## src/wpsf_pkg.sv

```systemverilog
// ----------------------------------------------------------------------------
// wpsf_pkg
// Shared types, constants and the arctangent table for the wrapped phase
// pipeline.
// ----------------------------------------------------------------------------
package wpsf_pkg;

    // Field and register widths.
    localparam int SAMPLE_W    = 8;
    localparam int PHASE_W     = 16;
    localparam int THRESH_W    = 13;
    localparam int CFG_INDEX_W = 8;
    localparam int CFG_DATA_W  = 16;

    // Internal datapath widths: the rotated vector stays below 2^25 in magnitude.
    localparam int VEC_W = 27;
    localparam int ANG_W = 24;

    // CORDIC schedule.
    localparam int CORDIC_STEPS      = 18;
    localparam int STEPS_PER_STAGE   = 3;
    localparam int NUM_CORDIC_STAGES = CORDIC_STEPS / STEPS_PER_STAGE;

    // Register indexes on the configuration port.
    localparam logic [CFG_INDEX_W-1:0] REG_FOUR_STEP_MODE = 8'd0;
    localparam logic [CFG_INDEX_W-1:0] REG_MOD_THRESHOLD  = 8'd1;

    // Angle constants.
    localparam logic signed [PHASE_W-1:0] PHASE_PI_Q13      = 16'sd25736;
    localparam logic signed [PHASE_W-1:0] PHASE_HALF_PI_Q13 = 16'sd12868;
    localparam logic signed [ANG_W-1:0]   HALF_PI_Q20       = 24'sd1647099;
    localparam logic signed [15:0]        ROOT3_Q14         = 16'sd28378;

    // One item as it travels through the rotation stages.
    typedef struct packed {
        logic signed [VEC_W-1:0]   x;
        logic signed [VEC_W-1:0]   y;
        logic signed [ANG_W-1:0]   z;
        logic                      pix_valid;
        logic                      special;
        logic signed [PHASE_W-1:0] special_phase;
    } vec_t;

    // Rounded atan(2^-step) in Q.20 radians.
    function automatic logic signed [ANG_W-1:0] atan_q20(input int step);
        logic signed [ANG_W-1:0] a;
        case (step)
            0:       a = 24'sd823550;
            1:       a = 24'sd486170;
            2:       a = 24'sd256879;
            3:       a = 24'sd130396;
            4:       a = 24'sd65451;
            5:       a = 24'sd32757;
            6:       a = 24'sd16383;
            7:       a = 24'sd8192;
            8:       a = 24'sd4096;
            9:       a = 24'sd2048;
            10:      a = 24'sd1024;
            11:      a = 24'sd512;
            12:      a = 24'sd256;
            13:      a = 24'sd128;
            14:      a = 24'sd64;
            15:      a = 24'sd32;
            16:      a = 24'sd16;
            17:      a = 24'sd8;
            default: a = '0;
        endcase
        return a;
    endfunction

endpackage

```

## src/wpsf_prep.sv

```systemverilog
// ----------------------------------------------------------------------------
// wpsf_prep
// Two front stages: quadrature pair and squares, then the modulation test,
// the axis cases and the quarter-turn fold into the right half plane.
// ----------------------------------------------------------------------------
module wpsf_prep (
    input  logic                          aclk,
    input  logic                          aresetn,
    input  logic                          four_step_mode,
    input  logic [wpsf_pkg::THRESH_W-1:0] modulation_threshold,
    input  logic                          in_valid,
    output logic                          in_ready,
    input  logic [wpsf_pkg::SAMPLE_W-1:0] sample_one,
    input  logic [wpsf_pkg::SAMPLE_W-1:0] sample_two,
    input  logic [wpsf_pkg::SAMPLE_W-1:0] sample_three,
    input  logic [wpsf_pkg::SAMPLE_W-1:0] sample_four,
    output logic                          out_valid,
    input  logic                          out_ready,
    output wpsf_pkg::vec_t                out_vec
);
    import wpsf_pkg::*;

    // Stage A registers.
    logic                         a_valid_reg;
    logic                         a_mode_reg,  a_mode_next;
    logic [17:0]                  a_dsq_reg,   a_dsq_next;
    logic [17:0]                  a_esq_reg,   a_esq_next;
    logic [2*THRESH_W-1:0]        a_tsq_reg,   a_tsq_next;
    logic signed [VEC_W-1:0]      a_x_reg,     a_x_next;
    logic signed [VEC_W-1:0]      a_y_reg,     a_y_next;

    // Stage B registers.
    logic                         b_valid_reg;
    vec_t                         b_vec_reg,   b_vec_next;

    logic a_ready, b_ready;

    // A stage takes a new item when it is empty or its item moves on.
    assign b_ready  = !b_valid_reg || out_ready;
    assign a_ready  = !a_valid_reg || b_ready;
    assign in_ready = a_ready;

    // Stage A: differences, quadrature components and squares.
    always_comb begin
        logic signed [9:0]  i1, i2, i3, i4, d, e;
        logic signed [19:0] dsq_full, esq_full;
        i1 = signed'({2'b00, sample_one});
        i2 = signed'({2'b00, sample_two});
        i3 = signed'({2'b00, sample_three});
        i4 = signed'({2'b00, sample_four});
        if (four_step_mode) begin
            d        = i4 - i2;
            e        = i1 - i3;
            a_y_next = VEC_W'(d) <<< 14;
        end else begin
            d        = i1 - i2;
            e        = (i2 <<< 1) - i1 - i3;
            a_y_next = VEC_W'(d) * VEC_W'(ROOT3_Q14);
        end
        a_x_next    = VEC_W'(e) <<< 14;
        dsq_full    = 20'(d) * 20'(d);
        esq_full    = 20'(e) * 20'(e);
        a_dsq_next  = dsq_full[17:0];
        a_esq_next  = esq_full[17:0];
        a_tsq_next  = (2*THRESH_W)'(modulation_threshold) * (2*THRESH_W)'(modulation_threshold);
        a_mode_next = four_step_mode;
    end

    // Stage B: modulation compare, axis cases and fold.
    always_comb begin
        logic [30:0] lhs, rhs;
        if (a_mode_reg) begin
            lhs = (31'(a_dsq_reg) + 31'(a_esq_reg)) << 6;
            rhs = 31'(a_tsq_reg);
        end else begin
            lhs = (31'(a_dsq_reg) * 31'd3 + 31'(a_esq_reg)) << 10;
            rhs = 31'(a_tsq_reg) * 31'd9;
        end
        b_vec_next.pix_valid = (lhs >= rhs);

        // A vector on an axis gets its angle directly.
        b_vec_next.special = (a_y_reg == '0) || (a_x_reg == '0);
        if (a_y_reg == '0) begin
            b_vec_next.special_phase = (a_x_reg >= 0) ? '0 : PHASE_PI_Q13;
        end else begin
            b_vec_next.special_phase = (a_y_reg > 0) ? PHASE_HALF_PI_Q13
                                                     : -PHASE_HALF_PI_Q13;
        end

        // Left half plane vectors turn by a quarter into the right half.
        if (a_x_reg < 0) begin
            if (a_y_reg >= 0) begin
                b_vec_next.x = a_y_reg;
                b_vec_next.y = -a_x_reg;
                b_vec_next.z = HALF_PI_Q20;
            end else begin
                b_vec_next.x = -a_y_reg;
                b_vec_next.y = a_x_reg;
                b_vec_next.z = -HALF_PI_Q20;
            end
        end else begin
            b_vec_next.x = a_x_reg;
            b_vec_next.y = a_y_reg;
            b_vec_next.z = '0;
        end
    end

    // Valid bits.
    always_ff @(posedge aclk) begin
        if (!aresetn) begin
            a_valid_reg <= 1'b0;
            b_valid_reg <= 1'b0;
        end else begin
            if (a_ready) begin
                a_valid_reg <= in_valid;
            end
            if (b_ready) begin
                b_valid_reg <= a_valid_reg;
            end
        end
    end

    // Payload registers load only with an item.
    always_ff @(posedge aclk) begin
        if (a_ready && in_valid) begin
            a_mode_reg <= a_mode_next;
            a_dsq_reg  <= a_dsq_next;
            a_esq_reg  <= a_esq_next;
            a_tsq_reg  <= a_tsq_next;
            a_x_reg    <= a_x_next;
            a_y_reg    <= a_y_next;
        end
        if (b_ready && a_valid_reg) begin
            b_vec_reg <= b_vec_next;
        end
    end

    assign out_valid = b_valid_reg;
    assign out_vec   = b_vec_reg;

endmodule

```

## src/wpsf_cordic_stage.sv

```systemverilog
// ----------------------------------------------------------------------------
// wpsf_cordic_stage
// One register stage of the vectoring CORDIC, running a fixed group of
// consecutive iterations.
// ----------------------------------------------------------------------------
module wpsf_cordic_stage #(
    parameter int FIRST_STEP = 0
) (
    input  logic           aclk,
    input  logic           aresetn,
    input  logic           in_valid,
    output logic           in_ready,
    input  wpsf_pkg::vec_t in_vec,
    output logic           out_valid,
    input  logic           out_ready,
    output wpsf_pkg::vec_t out_vec
);
    import wpsf_pkg::*;

    logic valid_reg;
    vec_t vec_reg, vec_next;

    assign in_ready = !valid_reg || out_ready;

    // Rotate toward the x axis, accumulating the angle.
    always_comb begin
        logic signed [VEC_W-1:0] x, y, xs, ys;
        logic signed [ANG_W-1:0] z;
        int                      step;
        vec_next = in_vec;
        x        = in_vec.x;
        y        = in_vec.y;
        z        = in_vec.z;
        for (int k = 0; k < STEPS_PER_STAGE; k++) begin
            step = FIRST_STEP + k;
            xs   = x >>> step;
            ys   = y >>> step;
            if (y >= 0) begin
                x = x + ys;
                y = y - xs;
                z = z + atan_q20(step);
            end else begin
                x = x - ys;
                y = y + xs;
                z = z - atan_q20(step);
            end
        end
        vec_next.x = x;
        vec_next.y = y;
        vec_next.z = z;
    end

    always_ff @(posedge aclk) begin
        if (!aresetn) begin
            valid_reg <= 1'b0;
        end else if (in_ready) begin
            valid_reg <= in_valid;
        end
    end

    always_ff @(posedge aclk) begin
        if (in_ready && in_valid) begin
            vec_reg <= vec_next;
        end
    end

    assign out_valid = valid_reg;
    assign out_vec   = vec_reg;

endmodule

```

## src/wpsf_finish.sv

```systemverilog
// ----------------------------------------------------------------------------
// wpsf_finish
// Output stage: rounds the Q.20 angle to Q3.13, clamps it to one half turn,
// applies the axis cases and the invalid flag, and holds the result item.
// ----------------------------------------------------------------------------
module wpsf_finish (
    input  logic                               aclk,
    input  logic                               aresetn,
    input  logic                               in_valid,
    output logic                               in_ready,
    input  wpsf_pkg::vec_t                     in_vec,
    output logic                               m_valid,
    input  logic                               m_ready,
    output logic signed [wpsf_pkg::PHASE_W-1:0] m_wrapped_phase,
    output logic                               m_phase_valid
);
    import wpsf_pkg::*;

    logic                      valid_reg;
    logic signed [PHASE_W-1:0] phase_reg, phase_next;
    logic                      pvalid_reg;

    assign in_ready = !valid_reg || m_ready;

    // Round to nearest by floor((z + 64) / 128), then clamp.
    always_comb begin
        logic signed [ANG_W:0]   zr;
        logic signed [ANG_W-7:0] r;
        zr = (ANG_W+1)'(in_vec.z) + (ANG_W+1)'(64);
        r  = (ANG_W-6)'(zr >>> 7);
        if (!in_vec.pix_valid) begin
            phase_next = '0;
        end else if (in_vec.special) begin
            phase_next = in_vec.special_phase;
        end else if (r > (ANG_W-6)'(PHASE_PI_Q13)) begin
            phase_next = PHASE_PI_Q13;
        end else if (r < -(ANG_W-6)'(PHASE_PI_Q13)) begin
            phase_next = -PHASE_PI_Q13;
        end else begin
            phase_next = r[PHASE_W-1:0];
        end
    end

    always_ff @(posedge aclk) begin
        if (!aresetn) begin
            valid_reg <= 1'b0;
        end else if (in_ready) begin
            valid_reg <= in_valid;
        end
    end

    always_ff @(posedge aclk) begin
        if (in_ready && in_valid) begin
            phase_reg  <= phase_next;
            pvalid_reg <= in_vec.pix_valid;
        end
    end

    assign m_valid         = valid_reg;
    assign m_wrapped_phase = phase_reg;
    assign m_phase_valid   = pvalid_reg;

endmodule

```

## src/wrapped_phase_from_shifted_fringes.sv

```systemverilog
// ----------------------------------------------------------------------------
// wrapped_phase_from_shifted_fringes
// Wrapped phase and modulation check for one pixel of a three- or four-step
// phase shifted fringe set, as a fully pipelined stream block.
// ----------------------------------------------------------------------------
// Takes one pixel item per clock while the output is not stalled and returns
// one result item per pixel, in order: two front stages form the quadrature
// pair and test the modulation against the threshold, six stages each run
// three of the eighteen CORDIC vectoring iterations, and the output register
// rounds and holds the phase. Each stage has its own valid bit and moves
// whenever the stage after it has room, so a stalled output only blocks the
// input once the pipeline has filled. Invalid pixels report phase zero with
// phase_valid low. Configuration registers are written at index 0
// (four_step_mode) and 1 (modulation_threshold); cfg_ready is always high
// and writes to other indexes are dropped. Write them only while no pixel
// is in flight.
module wrapped_phase_from_shifted_fringes (
    input  logic                                  aclk,
    input  logic                                  aresetn,
    input  logic                                  cfg_valid,
    output logic                                  cfg_ready,
    input  logic [wpsf_pkg::CFG_INDEX_W-1:0]      cfg_index,
    input  logic [wpsf_pkg::CFG_DATA_W-1:0]       cfg_data,
    input  logic                                  s_valid,
    output logic                                  s_ready,
    input  logic [wpsf_pkg::SAMPLE_W-1:0]         s_sample_one,
    input  logic [wpsf_pkg::SAMPLE_W-1:0]         s_sample_two,
    input  logic [wpsf_pkg::SAMPLE_W-1:0]         s_sample_three,
    input  logic [wpsf_pkg::SAMPLE_W-1:0]         s_sample_four,
    output logic                                  m_valid,
    input  logic                                  m_ready,
    output logic signed [wpsf_pkg::PHASE_W-1:0]   m_wrapped_phase,
    output logic                                  m_phase_valid
);
    import wpsf_pkg::*;

    logic                four_step_mode_reg;
    logic [THRESH_W-1:0] threshold_reg;

    vec_t stage_vec   [NUM_CORDIC_STAGES+1];
    logic stage_valid [NUM_CORDIC_STAGES+1];
    logic stage_ready [NUM_CORDIC_STAGES+1];

    // Configuration registers.
    assign cfg_ready = 1'b1;

    always_ff @(posedge aclk) begin
        if (!aresetn) begin
            four_step_mode_reg <= 1'b0;
            threshold_reg      <= '0;
        end else if (cfg_valid && cfg_ready) begin
            case (cfg_index)
                REG_FOUR_STEP_MODE: four_step_mode_reg <= cfg_data[0];
                REG_MOD_THRESHOLD:  threshold_reg      <= cfg_data[THRESH_W-1:0];
                default: ;
            endcase
        end
    end

    // Front stages.
    wpsf_prep u_prep (
        .aclk                 (aclk),
        .aresetn              (aresetn),
        .four_step_mode       (four_step_mode_reg),
        .modulation_threshold (threshold_reg),
        .in_valid             (s_valid),
        .in_ready             (s_ready),
        .sample_one           (s_sample_one),
        .sample_two           (s_sample_two),
        .sample_three         (s_sample_three),
        .sample_four          (s_sample_four),
        .out_valid            (stage_valid[0]),
        .out_ready            (stage_ready[0]),
        .out_vec              (stage_vec[0])
    );

    // CORDIC stages.
    for (genvar g = 0; g < NUM_CORDIC_STAGES; g++) begin : g_cordic
        wpsf_cordic_stage #(
            .FIRST_STEP (g * STEPS_PER_STAGE)
        ) u_stage (
            .aclk      (aclk),
            .aresetn   (aresetn),
            .in_valid  (stage_valid[g]),
            .in_ready  (stage_ready[g]),
            .in_vec    (stage_vec[g]),
            .out_valid (stage_valid[g+1]),
            .out_ready (stage_ready[g+1]),
            .out_vec   (stage_vec[g+1])
        );
    end

    // Output stage.
    wpsf_finish u_finish (
        .aclk            (aclk),
        .aresetn         (aresetn),
        .in_valid        (stage_valid[NUM_CORDIC_STAGES]),
        .in_ready        (stage_ready[NUM_CORDIC_STAGES]),
        .in_vec          (stage_vec[NUM_CORDIC_STAGES]),
        .m_valid         (m_valid),
        .m_ready         (m_ready),
        .m_wrapped_phase (m_wrapped_phase),
        .m_phase_valid   (m_phase_valid)
    );

`ifndef SYNTHESIS
    // An empty output register means every stage can take an item.
    a_ready_when_empty: assert property (@(posedge aclk) disable iff (!aresetn)
        !m_valid |-> s_ready)
        else $error("input not ready while output register is empty");

    // An invalid pixel always carries phase zero.
    a_invalid_zero: assert property (@(posedge aclk) disable iff (!aresetn)
        (m_valid && !m_phase_valid) |-> (m_wrapped_phase == '0))
        else $error("invalid pixel with nonzero phase");

    // The reported phase stays within one half turn.
    a_phase_range: assert property (@(posedge aclk) disable iff (!aresetn)
        m_valid |-> ((m_wrapped_phase <= PHASE_PI_Q13)
                     && (m_wrapped_phase >= -PHASE_PI_Q13)))
        else $error("phase out of range");

    // Nothing comes out in the cycle right after reset.
    a_empty_after_reset: assert property (@(posedge aclk) disable iff (!aresetn)
        !$past(aresetn) |-> !m_valid)
        else $error("result item right after reset");
`endif

endmodule

```

## config.mk

```make
export PLATFORM = sky130hd
export DESIGN_NAME = wrapped_phase_from_shifted_fringes
export DESIGN_NICKNAME = d
export VERILOG_FILES = /design/src/wpsf_pkg.sv /design/src/wpsf_prep.sv /design/src/wpsf_cordic_stage.sv /design/src/wpsf_finish.sv /design/src/wrapped_phase_from_shifted_fringes.sv
export SDC_FILE = /design/constraint.sdc
export NUM_CORES = 2
export LEC_CHECK = 0
export BUFFER_PORTS_ARGS = -buffer_cell sky130_fd_sc_hd__buf_4
export CAP_MARGIN = 40
export CORE_MARGIN = 4
export CORE_UTILIZATION = 45
export CTS_BUF_LIST = sky130_fd_sc_hd__clkbuf_8 sky130_fd_sc_hd__clkbuf_16
export CTS_CLUSTER_SIZE = 12
export DETAILED_ROUTE_END_ITERATION = 16
export GPL_TIMING_DRIVEN = 0
export SETUP_SLACK_MARGIN = 0.05
export SLEW_MARGIN = 20
export SYNTH_ARGS = -nofsm -noshare
export SYNTH_HDL_FRONTEND = slang
export SYNTH_SLANG_ARGS = --single-unit
```

## constraint.sdc

```tcl
create_clock -name aclk -period 27.2 [get_ports aclk]
set_clock_uncertainty 0.05 [all_clocks]
set_input_delay 2.72 -clock aclk [delete_from_list [all_inputs] [get_ports aclk]]
set_output_delay 2.72 -clock aclk [all_outputs]
set_load 0.02 [all_outputs]
```

==> results_dict.tcl <==
set metrics [dict create \
    fill_cells 21600 \
    setup_viol 0 \
    dr.pass1.iters 8 \
    place_congestion 0.941 \
    initial_core_util 0.452 \
    die_w_um 486 \
    yosys.area.top_type "ha_1" \
    multi_input_area_um2 79200 \
    dp_hpwl_um 242000 \
    cpMostUsedCell "o21ai_0" \
    htreeDepth 3 \
    slowest_delay_ns 0.70 \
    slowest_stage "o41ai_1" \
    grt_max_degree 31 \
    core_area_um2 227000 \
    die_height_um 486 \
    synth.area.top_cells "ha_1 19%, edfxtp_1 18%, xnor2_1 9.4%, fa_1 6.9%, a21oi_1 5.2%" \
    grt_usage 0.236 \
    synth_cells 12200 \
    crit_type "flop to flop" \
    rr_endpoint "g_cordic[4].u_stage.out_vec[94]" \
    routedWlPerCell_um 18.4 \
    numPortBuffers 76 \
    area_delta_synth_final_pct 8.55 \
    worstPathRequired_ns 27.66 \
    final_common_cell "ha_1" \
    die_area_um2 236000 \
    cts_buffers 83 \
    cap_violations 0 \
    reg2reg_from "g_cordic[3].u_stage.out_vec[68]" \
    hp-start "g_cordic[3].u_stage.out_vec[11]" \
    syn_area_um2 103000 \
    antenna_found_initial 1 \
    clock_insertion_delay_worst_skew_ns 0.76 \
    timing.final.crit_share 0.604 \
    synth.ff_latch_count 636 \
    arrival_ns 16.89 \
    dp.cells 15500 \
    async_flop_share 0 \
    endpoint_kind "flop" \
    rows 175 \
    hold_depth 0 \
    drive_gt1_frac 0.0360 \
    whs_endpoint "g_cordic[4].u_stage.out_vec[11]" \
    largest_reg_flops 441 \
    viasPerCell 5.65 \
    final_max_slew_viol_count 0 \
    synth.avg_cell_area_um2 8.40 \
    max_slew_margin 0.368 \
    finalCriticalPeriod_ns 16.44 \
    pin_count 81 \
    tightest_slew_ns 0.935 \
    ant_nets 0 \
    numClockSinks 636 \
    worstRegToRegCells 55 \
    yosysWarnings 0 \
    fin_nets 14500 \
    worstPathMaxFanout 25 \
    outcome "finished clean" \
    clkTransAtPathRegs_ns 0.06 \
    postCtsSetupRepairBufs 0 \
    hold_class "flop to flop" \
    regArea_um2 18900 \
    fmax_mhz 60.8 \
    cts-hold-fix-buffers 0 \
    rsz0062_at_grt "false" \
    routed_wl_um 287000 \
    cts-root-buf "clkbuf_16" \
    ys_types 99 \
    seq_area_frac_synth 0.184 \
    synth_top_area_frac 0.193 \
    crit_path_start "g_cordic[3].u_stage.out_vec[68]" \
    cts_tree "built" \
    fin_tns_setup_ns 0 \
    drt_iter0_markers 5922 \
    drcViolationCount 0 \
    hold_violations 0 \
    vias 88300 \
    grt_pass1_vias 85400 \
    synth_edf_count 613 \
    reg2reg_slack_ns 10.76 \
    grt_pass1_wl_um 455000 \
    overflow 0 \
    synth-main-ff-cell "edfxtp_1" \
    clk_path_buf_depth 3 \
    start_kind "flop" \
    cts_resized 0 \
    post_layout_nonfiller_instances 15600 \
    final_cell_mix "1579 x ha_1, 1132 x nor2_1, 1122 x inv_1" \
]
## worst max path at each step
stage	to	slack, ns	depth (start not counted)
floorplan	g_cordic[4].u_stage.out_vec[95]	14.23	52
global placement	g_cordic[2].u_stage.out_vec[95]	9.75	53
detailed placement	g_cordic[4].u_stage.out_vec[94]	11.05	53
CTS	g_cordic[4].u_stage.out_vec[94]	10.98	55
global route	g_cordic[4].u_stage.out_vec[94]	9.69	55
finish	g_cordic[4].u_stage.out_vec[94]	10.76	55
## area by class of cell
type	count	area share
Antenna cell	1	0.0000225
Buffer	203	0.00732
Clock buffer	83	0.0186
Clock inverter	70	0.00798
Inverter	1118	0.0377
Multi-Input combinational cell	10400	0.711
Sequential cell	636	0.169
Tap cell	3009	0.0338
Timing Repair Buffer	144	0.0140
## synthesized netlist by cell type (24+ instances only)
library cell / count
a211o_1: 30
a211oi_1: 78
a21boi_0: 97
a21o_1: 312
a21oi_1: 1057
a311oi_1: 25
a31o_2: 24
a31oi_1: 96
and2_1: 104
and3_1: 107
clkbuf_1: 170
edfxtp_1: 613
fa_1: 355
ha_1: 1579
inv_1: 1110
mux2i_1: 46
nand2_1: 673
nand2b_1: 165
nand3_1: 202
nand3b_1: 28
nand4_1: 49
nor2_1: 1132
nor2b_1: 206
nor3_1: 343
nor3b_1: 32
nor4_1: 63
o211ai_1: 60
o21a_1: 195
o21ai_0: 632
o21bai_1: 202
o31a_1: 25
o31ai_1: 120
o41ai_1: 72
or2_2: 66
or3_1: 117
or4_1: 48
xnor2_1: 1106
xor2_1: 483
## routing by layer
layer	track usage	part of all wire
met1	0.316	0.46
met2	0.409	0.48
met3	0.0214	0.042
met4	0.0583	0.023
met5	0	0
## cell families after synthesis
group | Yosys count | share of synthesized area
other | 2 | 0.0000732
flip-flops | 636 | 0.184
AO/OA/AOI/OAI | 3252 | 0.202
AND/OR/NAND/NOR | 3426 | 0.162
XOR/XNOR | 1594 | 0.137
buffers and inverters | 1321 | 0.0487
adder cells (fa/ha/maj) | 1935 | 0.262
multiplexers | 55 | 0.00547
## through the flow
step / hold WS [ns] / cell area [um^2] / setup slack [ns] / util
final: 0.364 / 111000 / 10.76 / 0.491
after CTS: 0.368 / 111000 / 10.98 / 0.490
after global placement: 0.351 / 107000 / 9.75 / 0.473
after detailed placement: 0.355 / 108000 / 11.05 / 0.477
after floorplan: 0.350 / 103000 / 14.23 / -
after global routing: 0.376 / 111000 / 9.69 / 0.491
## worst max-delay path, delay by kind of cell (launching register included)
family / cells / cell delay [ns]
AOI/OAI and AO/OA: 33 / 8.85
buffers and inverters: 6 / 2.62
and+or+nand+nor: 11 / 2.20
adders and majority gates: 3 / 1.25
xor gates and xnor gates: 2 / 0.67
DFF: 1 / 0.53
Power is left out: the tool's default activity adds up to more than one toggle a clock period on the data nets, which glitch-free logic cannot reach.
